**src/ddo_pkg.sv**
```systemverilog
// Shared types and constants for the differential drive odometry block.
// Used by the controller, the datapath and the top level.
`default_nettype none
package ddo_pkg;

	localparam int CountW = 32;
	localparam int PoseW  = 48;
	localparam int MoveW  = 32;
	localparam int TurnW  = 40;
	localparam int CordW  = 34;
	localparam int InDataW  = 208;
	localparam int OutDataW = 144;

	localparam logic [29:0] KinvQ30 = 30'd652032874;

	typedef enum logic [3:0] {
		ST_IDLE, ST_DELTA, ST_MUL_T, ST_MUL_L, ST_MUL_H, ST_ANGLE, ST_FOLD,
		ST_ITER, ST_SC_LO, ST_SC_HI, ST_SC_ADD, ST_WRITE
	} ddo_state_t;

	typedef enum logic [3:0] {
		OP_NOP, OP_ACCEPT, OP_DELTA, OP_MUL_T, OP_MUL_L, OP_MUL_H, OP_ANGLE,
		OP_FOLD, OP_ITER, OP_SC_LO, OP_SC_HI, OP_SC_ADD, OP_WRITE
	} ddo_op_t;

	typedef struct packed {
		ddo_op_t op;
		logic    axis;
	} ddo_cmd_t;

	localparam logic CMD_UPDATE = 1'b0;
	localparam logic CMD_LOAD   = 1'b1;

	// Register indexes on the configuration port.
	localparam logic CFG_MOVE = 1'b0;
	localparam logic CFG_TURN = 1'b1;

	// Arctangent of 2^-i in 2^-32 turn units.
	function automatic logic [31:0] atan_at(input logic [4:0] i);
		logic [31:0] r;
		begin
			unique case (i)
				5'd0: r = 32'd536870912;
				5'd1: r = 32'd316933406;
				5'd2: r = 32'd167458907;
				5'd3: r = 32'd85004756;
				5'd4: r = 32'd42667331;
				5'd5: r = 32'd21354465;
				5'd6: r = 32'd10679838;
				5'd7: r = 32'd5340245;
				5'd8: r = 32'd2670163;
				5'd9: r = 32'd1335087;
				5'd10: r = 32'd667544;
				5'd11: r = 32'd333772;
				5'd12: r = 32'd166886;
				5'd13: r = 32'd83443;
				5'd14: r = 32'd41722;
				5'd15: r = 32'd20861;
				5'd16: r = 32'd10430;
				5'd17: r = 32'd5215;
				5'd18: r = 32'd2608;
				5'd19: r = 32'd1304;
				5'd20: r = 32'd652;
				5'd21: r = 32'd326;
				5'd22: r = 32'd163;
				5'd23: r = 32'd81;
				5'd24: r = 32'd41;
				5'd25: r = 32'd20;
				5'd26: r = 32'd10;
				5'd27: r = 32'd5;
				5'd28: r = 32'd3;
				5'd29: r = 32'd1;
				5'd30: r = 32'd1;
				default: r = 32'd0;
			endcase
			return r;
		end
	endfunction

endpackage
`default_nettype wire

```
**src/ddo_ctrl.sv**
```systemverilog
// Sequencer for the odometry update: walks the datapath through its steps.
// Depends on ddo_pkg for the state and command types.
`default_nettype none
module ddo_ctrl import ddo_pkg::*; #(
	parameter int CORDIC_STEPS = 24,
	parameter int STEP_W = 5
) (
	input  wire logic              clk,
	input  wire logic              arst_n,
	input  wire logic              s_tvalid,
	input  wire logic              s_cmd,
	output logic                   s_tready,
	output logic                   m_tvalid,
	input  wire logic              m_tready,
	output ddo_cmd_t               cmd,
	output logic [STEP_W-1:0]      step
);

	localparam logic [STEP_W-1:0] LastStep = STEP_W'(CORDIC_STEPS - 1);

	ddo_state_t state_q, state_d;
	logic [STEP_W-1:0] step_q;
	logic axis_q;
	logic valid_q;

	always_ff @(posedge clk or negedge arst_n) begin
		if (!arst_n) begin
			state_q <= ST_IDLE;
			step_q  <= '0;
			axis_q  <= 1'b0;
			valid_q <= 1'b0;
		end else begin
			state_q <= state_d;
			if (state_q == ST_FOLD) step_q <= '0;
			else if (state_q == ST_ITER) step_q <= step_q + 1'b1;
			if (state_q == ST_ITER) axis_q <= 1'b0;
			else if (state_q == ST_SC_ADD) axis_q <= 1'b1;
			if (cmd.op == OP_WRITE) valid_q <= 1'b1;
			else if (m_tready) valid_q <= 1'b0;
		end
	end

	always_comb begin
		state_d  = state_q;
		s_tready = 1'b0;
		cmd.op   = OP_NOP;
		cmd.axis = axis_q;
		unique case (state_q)
			ST_IDLE: begin
				s_tready = 1'b1;
				if (s_tvalid) begin
					cmd.op  = OP_ACCEPT;
					state_d = (s_cmd == CMD_LOAD) ? ST_WRITE : ST_DELTA;
				end
			end
			ST_DELTA: begin cmd.op = OP_DELTA; state_d = ST_MUL_T; end
			ST_MUL_T: begin cmd.op = OP_MUL_T; state_d = ST_MUL_L; end
			ST_MUL_L: begin cmd.op = OP_MUL_L; state_d = ST_MUL_H; end
			ST_MUL_H: begin cmd.op = OP_MUL_H; state_d = ST_ANGLE; end
			ST_ANGLE: begin cmd.op = OP_ANGLE; state_d = ST_FOLD; end
			ST_FOLD:  begin cmd.op = OP_FOLD;  state_d = ST_ITER; end
			ST_ITER: begin
				cmd.op = OP_ITER;
				if (step_q == LastStep) state_d = ST_SC_LO;
			end
			ST_SC_LO: begin cmd.op = OP_SC_LO; state_d = ST_SC_HI; end
			ST_SC_HI: begin cmd.op = OP_SC_HI; state_d = ST_SC_ADD; end
			ST_SC_ADD: begin
				cmd.op  = OP_SC_ADD;
				state_d = axis_q ? ST_WRITE : ST_SC_LO;
			end
			ST_WRITE: begin
				// The result register must be free or emptying this cycle.
				if (!valid_q || m_tready) begin
					cmd.op  = OP_WRITE;
					state_d = ST_IDLE;
				end
			end
			default: state_d = ST_IDLE;
		endcase
	end

	assign step     = step_q;
	assign m_tvalid = valid_q;

	a_write_free: assert property (@(posedge clk) disable iff (!arst_n)
		cmd.op == OP_WRITE |-> (!valid_q || m_tready))
		else $error("result overwritten while still pending");
	a_write_valid: assert property (@(posedge clk) disable iff (!arst_n)
		cmd.op == OP_WRITE |=> valid_q)
		else $error("written result not presented");
	a_load_short: assert property (@(posedge clk) disable iff (!arst_n)
		(cmd.op == OP_ACCEPT && s_cmd == CMD_LOAD) |=> state_q == ST_WRITE)
		else $error("pose load did not go straight to write");
	a_step_range: assert property (@(posedge clk) disable iff (!arst_n)
		state_q == ST_ITER |-> step_q <= LastStep)
		else $error("rotation counter out of range");

endmodule
`default_nettype wire

```
**config.mk**
```make
export PLATFORM = sky130hd
export DESIGN_NAME = ddo_ctrl
export DESIGN_NICKNAME = d
export VERILOG_FILES = /design/src/ddo_pkg.sv /design/src/ddo_ctrl.sv
export SDC_FILE = /design/constraint.sdc
export NUM_CORES = 1
export LEC_CHECK = 0
export BUFFER_PORTS_ARGS = -buffer_cell sky130_fd_sc_hd__buf_2
export CAP_MARGIN = 20
export CORE_UTILIZATION = 49
export CTS_BUF_LIST = sky130_fd_sc_hd__clkbuf_8
export DETAILED_ROUTE_END_ITERATION = 6
export PLACE_DENSITY = 0.76
export SYNTH_ARGS = -nofsm -noshare
export SYNTH_HDL_FRONTEND = slang
export SYNTH_SLANG_ARGS = --single-unit
```
**constraint.sdc**
```tcl
create_clock -name clk -period 1.4 [get_ports clk]
set_clock_uncertainty 0.1 [all_clocks]
set_input_delay 0.28 -clock clk [delete_from_list [all_inputs] [get_ports clk]]
set_output_delay 0.28 -clock clk [all_outputs]
set_load 0.01 [all_outputs]
```
* Word-level counts from Yosys, hierarchy flattened
Index checks and enable logic that the tools add are counted.
Widths: inputs -> output; s select.
** Word-level totals
- Output and inout bits :: 12
- Logic and storage cells :: 44
- Input bits :: 5
- Register bits after elaboration :: 11
** Cells by class
- Reductions and logical operators :: 7
- Mux-type cells :: 16
- Equality and inequality tests :: 16
- $add $sub $neg :: 1
** Operators by type and width (number)
- $pmux 4 s12 :: 2
- $eq 4x4->1 const B :: 5
- $mux 4 :: 5
- $eq 4x3->1 const B :: 4
- $mux 5 :: 2
- $eq 4x2->1 const B :: 2
- $mux 1 :: 6
- $reduce_bool 2->1 :: 3
- $add 5x1->5 const B :: 1
- $eq 5x5->1 const B :: 1
- $eq 4x1->1 const B :: 1
- $logic_not 4->1 :: 1
- $ne 2x2->1 const B :: 2
- $reduce_and 3->1 :: 1
- $mux 2 :: 1
- $ne 2x1->1 const B :: 1
- $logic_not 1->1 :: 1
- $logic_or 1x1->1 :: 1

* Logic depth before layout (Yosys ltp)
Gate-level depths: netlist (run 1).
- Depth in word-level cells :: 6
- Gate-level depth with buffers :: 5

* Least setup slack after synthesis (run 1)
Ideal clock, no wire load.
- Kind :: register to output
- From :: register state_q[2]
- To :: output cmd[4] (netlist name)
- Buffers on the path :: 1
- Slack :: -0.051 ns
- Cell stages (with the launch flop) :: 4
- Arrival time :: 1.071 ns
- Required time :: 1.020 ns
- Cell sequence :: dfrtp_1 -> buf_4 -> or2b_4 -> o21ai_0
** RTL lines
- from (decl) :: line ddo_ctrl.sv:21 : ddo_state_t state_q, state_d;
- from (signal assigned) :: line ddo_ctrl.sv:33 : state_q <= state_d;
- to (decl) :: line ddo_ctrl.sv:15 : output ddo_cmd_t cmd,

* Worst setup path after layout (run 1)
- From :: register state_q[1]
- To :: output s_tready
** On the way
- Word-level cells in the longest chain between the ends :: 2
** RTL lines
- $logic_not 4->1 :: line ddo_ctrl.sv:48 : unique case (state_q)
- $mux 1 :: line ddo_ctrl.sv:48
- to (decl) :: line ddo_ctrl.sv:12 : output logic s_tready,
No other way between the ends.

==> results of run 1 <==
## cells by family (layout without fill, tap and decap cells)
family / count (synthesis) / count (layout) / synth area share, %
AOI/OAI and AO/OA: 24 / 24 / 20.83
xor gates and xnor gates: 4 / 4 / 4.668
adders and majority gates: 1 / 1 / 1.666
buffers and inverters: 10 / 50 / 9.665
DFF: 11 / 11 / 36.67
and+or+nand+nor: 28 / 28 / 26.50
## routing by layer
metal,part of all wire [%],up-vias,GRT usage [%]
met5,0,-,0
met1,42,362,39.60
met2,48,37,50.00
met4,2.6,0,14.52
met3,7.0,10,9.783
li1,-,357,-
## cells in the final DEF, fill, tap and decap left out, types with 2 or more instances in the layout
cell type	Yosys	final
a31oi_1	2	2
o21ai_0	8	2
nand3_1	3	3
nor2_1	6	5
clkbuf_8	0	3
nor4_4	0	2
buf_4	2	16
buf_6	3	8
xor2_1	2	2
inv_1	4	4
nand2_1	6	5
buf_2	0	16
o21ai_2	0	2
dfrtp_1	11	7
dfrtp_2	0	4
a21oi_1	5	4
nand2b_1	3	3
o21ai_1	2	5
or2b_4	2	2
## timing repair
item,in CTS,in global routing
resized for setup,21,13
hold endpoints to repair,11,0
pin swaps,4,4
hold buffers,1,0
setup buffers,7,2
endpoints found under the setup margin,8,13
## layout make-up
cell class	count	area (um2)	area share, %
clock buffer	3	41.29	3.492
clock inverter	1	3.754	0.3175
inverter	5	23.77	2.011
multi-input combinational	57	514.2	43.49
sequential	11	280.3	23.70
tap	15	18.77	1.587
timing repair buffer	41	300.3	25.40
## flip-flops by register name, indices dropped and copies added, names as in the netlist
name      cells
axis_q        1
step          5
m_tvalid      1
state_q       4
## power breakdown
| part | switching (W) | internal (W) | leakage, nW | total, W |
|---|---|---|---|---|
| logic | 0.000943 | 0.000937 | 0.394 | 0.00188 |
| clock network | 0.000129 | 0.000193 | 0.0269 | 0.000322 |
| registers | 0.000150 | 0.000437 | 0.140 | 0.000587 |
| total | 0.00122 | 0.00157 | 0.561 | 0.00279 |
## stage by stage
stage / worst slack, ps / hold slack, ps / std cells / TNS, ps
floorplan: 3.078 / -115.6 / 78 / 0
global placement: -28.89 / 63.71 / 120 / -28.89
detailed placement: -66.99 / 64.72 / 120 / -172.8
CTS: -212.1 / 345.9 / 132 / -1174
global route: -316.7 / 384.5 / 133 / -1996
finish: -231.5 / 336.4 / 133 / -1606
## path summary, 6_finish.rpt
| kind | endpoint | slack (ps) | startpoint | cells after the start |
|---|---|---|---|---|
| min in group clk | m_tvalid$_DFFE_PN0P_ | 370 | m_tready | 4 |
| max in group asynchronous | state_q[2]$_DFFE_PN0P_ | 630 | arst_n | 2 |
| setup reg to reg | state_q[3]$_DFFE_PN0P_ | -160 | state_q[3]$_DFFE_PN0P_ | 6 |
| hold reg to reg | step[4]$_DFFE_PN0P_ | 450 | step[4]$_DFFE_PN0P_ | 2 |
| setup / recovery | s_tready | -230 | state_q[1]$_DFFE_PN0P_ | 3 |
| hold / removal | axis_q$_DFFE_PN0P_ | 340 | arst_n | 2 |
==> impl_metrics.tcl, run 1 <==
set metrics [dict create \
    run_status "finished, violations left" \
    cp-start-kind "flip-flop" \
    place_area_um2 933.4 \
    tritoncts "yes" \
    numPortBuffers 16 \
    power_density_nw_per_um2 2359 \
    drt_wl_total_um 2197 \
    async_reset_ff_share_pct 100.0 \
    fill_cells 62 \
    rsz0062_at_grt "true" \
    hold_class "in2async" \
    drv_slew 0 \
    synth_seq_area_share_pct 36.67 \
    fin_util_pct 86.54 \
    rows 13 \
    htreeDepth 1 \
    clock-sinks 11 \
    syn_nets 84 \
    maxCapViolations 0 \
    syn_area_um2 750.7 \
    cpMaxStageDelayCell "dfrtp_2" \
    synth.most_common_cell "dfrtp_1" \
    worstSkewPairLatency_ps 240 \
    max_slew.worst_pin.slew_ps 341.4 \
    critPathRequiredTime_ps 1020 \
    synth-edff-count 0 \
    max_freq_mhz 612.9 \
    min_period_ps 1632 \
    critPathTopFamily "flip-flops" \
    end_kind "output port" \
    start_util_pct 54.95 \
    gp_congestion 0.9170 \
    num_io_pins 17 \
    final-hold-violation-count 0 \
    yosysTopAreaCell "dfrtp_1" \
    leakagePower_nw 0.5609 \
    worstPathCellList "buf_6, nor4_4, buf_2" \
    yosys_warnings 0 \
    drtPass1Iterations 4 \
    drive_above_1_share_pct 60.17 \
    fin_total_pwr_w 0.002789 \
    syn_inst 78 \
    area_delta_synth_final_pct 57.50 \
    cts_inserted_buffers 3 \
    grt_pass1_vias 684 \
    peakVddDrop_v 0.001757 \
    drt_iter0_drc 22 \
    grt.total_usage_pct 31.83 \
    cp.arrival_ps 1250 \
    violations "negative setup slack" \
    vias 766 \
    synth_top_flop_cell "dfrtp_1" \
    synthDistinctLibCells 32 \
    setup_viol 9 \
    synth_top_area_share_pct 36.67 \
    fin_area_um2 1182 \
    hpwl_um 1337 \
    via_per_inst 5.759 \
    antennaDiodeCount 0 \
    yosys-top-cells-area "dfrtp_1, o21ai_0, buf_6, a21oi_1, nand4b_4" \
    cts_root_buffer "clkbuf_8" \
    min_period_over_period_pct 116.5 \
    core_um2 1366 \
    worstSetupPathType "reg2out" \
    max_stage_delay_ps 450 \
    grt_max_degree 12 \
    nets 125 \
    worst-path-buf-inv 2 \
    ys_ff_latch 11 \
    grt_overflow 0 \
    clk_path_buf_depth 2 \
    crit_fanout 4 \
    slew_headroom_pct 77.17 \
    fin_ws_ps -231.5 \
    fp.dieW_um 41.14 \
    die_h_um 41.14 \
    grt_pass1_wl_um 3305 \
    syn_area_per_cell_um2 9.625 \
    dieArea_um2 1693 \
    antenna_found_initial 0 \
    wl_per_cell_um 16.52 \
    drtAntennaViolNets 0 \
    clkSlewWorstSetupHoldPaths_ps 50 \
    drc_errors 0 \
    synth_commonest_cells "dfrtp_1, o21ai_0, nand2_1, nor2_1, a21oi_1" \
]
Note: power is estimated with default switching activity, not from simulation.
==> run 2, diff against run 1 <==
ABC_AREA = 1   (was unset)
CORE_UTILIZATION = 48   (was 49)
==> run 2 against run 1 <==
Effect of this change:
- the flow still finishes with violations (negative setup slack)
- clock power about the same
- first-iteration DRC count up 120%
- clock-buffer cell count unchanged
- worst setup slack worse by 70 ps
- wire length up 0.68%
- critical path depth up 2
- sequential share of layout area up 1.4 points
- global-route usage down 1.1 points
- combinational power down 4%
- synthesized cell count up 21%
- highest routed layer unchanged
- sequential cell count unchanged
- core utilization down 3.0 points
==> impl_metrics.tcl, run 2 <==
set metrics [dict create \
    cp-start-kind "flip-flop" \
    synth_seq_area_share_pct 39.43 \
    min_period_over_period_pct 121.5 \
    htreeDepth 1 \
    min_period_ps 1701 \
    maxCapViolations 0 \
    synth_commonest_cells "nand2_1, dfrtp_1, inv_1, nor2_1, nand3_1" \
    synth.most_common_cell "nand2_1" \
    numPortBuffers 16 \
    final_common_cell "nand2_1" \
    gp_congestion 0.9052 \
    yosys-top-cells-area "dfrtp_1, nand2_1, inv_1, nand3_1, nor2_1" \
    fin_total_pwr_w 0.002737 \
    num_io_pins 17 \
    start_util_pct 52.35 \
    power_frac_comb_pct 66.0 \
    p_int_w 0.001481 \
    antennaDiodeCount 0 \
    drt_wl_total_um 2212 \
    place_area_um2 869.6 \
    crit_fanout 4 \
    synth_top_flop_cell "dfrtp_1" \
    switchingPower_w 0.001257 \
    area_delta_synth_final_pct 59.50 \
    hpwl_um 1292 \
    clock-sinks 11 \
    die_h_um 40.14 \
    drc_errors 0 \
    p_clk_share_pct 11.8 \
    antenna_found_initial 0 \
    tritoncts "yes" \
    clkSlewWorstSetupHoldPaths_ps 50 \
    drive_above_1_share_pct 56.72 \
    run_status "finished, violations left" \
    wl_per_cell_um 14.85 \
    cp.arrival_ps 1320 \
    max_freq_mhz 587.7 \
    fin_area_um2 1114 \
    synth_top_area_share_pct 39.43 \
    rows 13 \
    peakVddDrop_v 0.001514 \
    grt.total_usage_pct 30.78 \
    drtPass1Iterations 4 \
    end_kind "output port" \
    syn_area_per_cell_um2 7.427 \
    yosys_warnings 0 \
    clk_path_buf_depth 2 \
    drv_slew 0 \
    via_per_inst 5.430 \
    holdWs_ps 147.3 \
    cts_inserted_buffers 3 \
    final-hold-violation-count 0 \
    core_um2 1334 \
    worstSkewPairLatency_ps 240 \
    drt_iter0_drc 48 \
    seqPwrFrac_pct 22.1 \
    violations "negative setup slack" \
    grt_max_degree 12 \
    power_density_nw_per_um2 2458 \
    setup_viol 8 \
    slew_headroom_pct 72.65 \
    ys_ff_latch 11 \
    grt_pass1_vias 710 \
    syn_area_um2 698.2 \
    vias 809 \
    synthDistinctLibCells 23 \
    layout_common_cells "nand2_1, buf_2, buf_4" \
    rsz0062_at_grt "true" \
    largest_reg_flops 5 \
    switching_share_pct 45.91 \
    dieArea_um2 1611 \
    fin_ws_ps -301.4 \
    async_reset_ff_share_pct 100.0 \
    fp.dieW_um 40.14 \
    synth-edff-count 0 \
    drtAntennaViolNets 0 \
    syn_nets 100 \
    syn_inst 94 \
    yosysTopAreaCell "dfrtp_1" \
    grt_overflow 0 \
    critPathRequiredTime_ps 1020 \
    max_slew.worst_pin.slew_ps 408.8 \
    cts_root_buffer "clkbuf_8" \
    leakagePower_nw 0.5943 \
    worstSetupPathType "reg2out" \
    hold_class "in2reg" \
    nets 141 \
    grt_pass1_wl_um 3105 \
]
[run 2: cell types whose count changed in the layout (fill, tap and decap cells not counted), moves of 3 or more]
cell / previous run / this run
nand2b_1: 3 / 0
nor2_4: 1 / 5
inv_2: 1 / 9
inv_1: 4 / 7
nand2_1: 5 / 19
o21ai_1: 5 / 2
nand3_1: 3 / 6
a21oi_1: 4 / 1
buf_4: 16 / 12
nand2_2: 1 / 5
nor2_2: 0 / 5
[run 2: cells by family (layout without fill, tap and decap cells)]
group	after synthesis	in the layout	synth area share (%)
DFF	11	11	39.43
AOI/OAI and AO/OA	13	13	11.47
adders and majority gates	1	1	1.792
and+or+nand+nor	52	52	37.46
buffers and inverters	17	57	9.856
[run 2: stage by stage]
step / utilization, % / TNS [ps] / std cells / setup WS (ps)
global placement: 65.20 / -77.42 / 134 / -77.42
floorplan: - / 0 / 94 / 18.47
detailed placement: 65.20 / -65.58 / 134 / -65.58
finish: 83.49 / -1313 / 149 / -301.4
global route: 83.49 / -1734 / 149 / -332.9
CTS: 77.58 / -1040 / 148 / -262.1
[run 2: area by class of cell]
cell class              count  area (um2)
clock buffers               3       41.29
inverters                  16       62.56
multi-input cells          66       431.7
fillers                    85       220.2
clock inverters             1       3.754
repair buffers             37       276.5
well taps                  15       18.77
flip-flops and latches     11       279.0
[run 2: timing repair]
item | 4_1_cts | 5_1_grt
pin swaps | 5 | 9
hold buffers | 1 | 0
hold endpoints to repair | 11 | 0
setup endpoints to repair | 5 | 11
gates resized for setup | 16 | 22
cloned | 0 | 0
setup buffers | 9 | 1
[run 2: worst paths after layout]
| path | end | startpoint | slack (ps) | depth (start not counted) |
|---|---|---|---|---|
| setup reg to reg | state_q[0]$_DFFE_PN0P_ | state_q[1]$_DFFE_PN0P_ | -20 | 6 |
| hold reg to reg | m_tvalid$_DFFE_PN0P_ | m_tvalid$_DFFE_PN0P_ | 460 | 2 |
| min in group asynchronous | step[1]$_DFFE_PN0P_ | arst_n | 340 | 2 |
| hold / removal | m_tvalid$_DFFE_PN0P_ | m_tready | 150 | 2 |
| max in group asynchronous | state_q[0]$_DFFE_PN0P_ | arst_n | 630 | 2 |
| setup / recovery | cmd[1] | state_q[2]$_DFFE_PN0P_ | -300 | 5 |
[run 2: per-layer routing]
layer | wire length [um] | track usage [%] | part of all wire [%]
met2 | 1204 | 53.63 | 54
met5 | 0 | 0 | 0
met1 | 865 | 31.40 | 39
met3 | 76 | 8.889 | 3.4
met4 | 66 | 20.69 | 3.0
[run 2: power groups by stage]
stage / clock network (W) / logic [W] / registers, W
after detailed placement: 0 / 0.00125 / 0.000599
final: 0.000324 / 0.00181 / 0.000605
after global routing: 0.000340 / 0.00194 / 0.000621
after CTS: 0.000320 / 0.00154 / 0.000586
after floorplan: 0 / 0.000736 / 0.000626
after global placement: 0 / 0.00123 / 0.000592
[run 2: worst max-delay path, stage by stage, from the launching register on]
cell and delay (ps):
dfrtp_2 450, buf_6 150, nand2_4 80, nand2_1 60, a31oi_1 170, buf_2 170
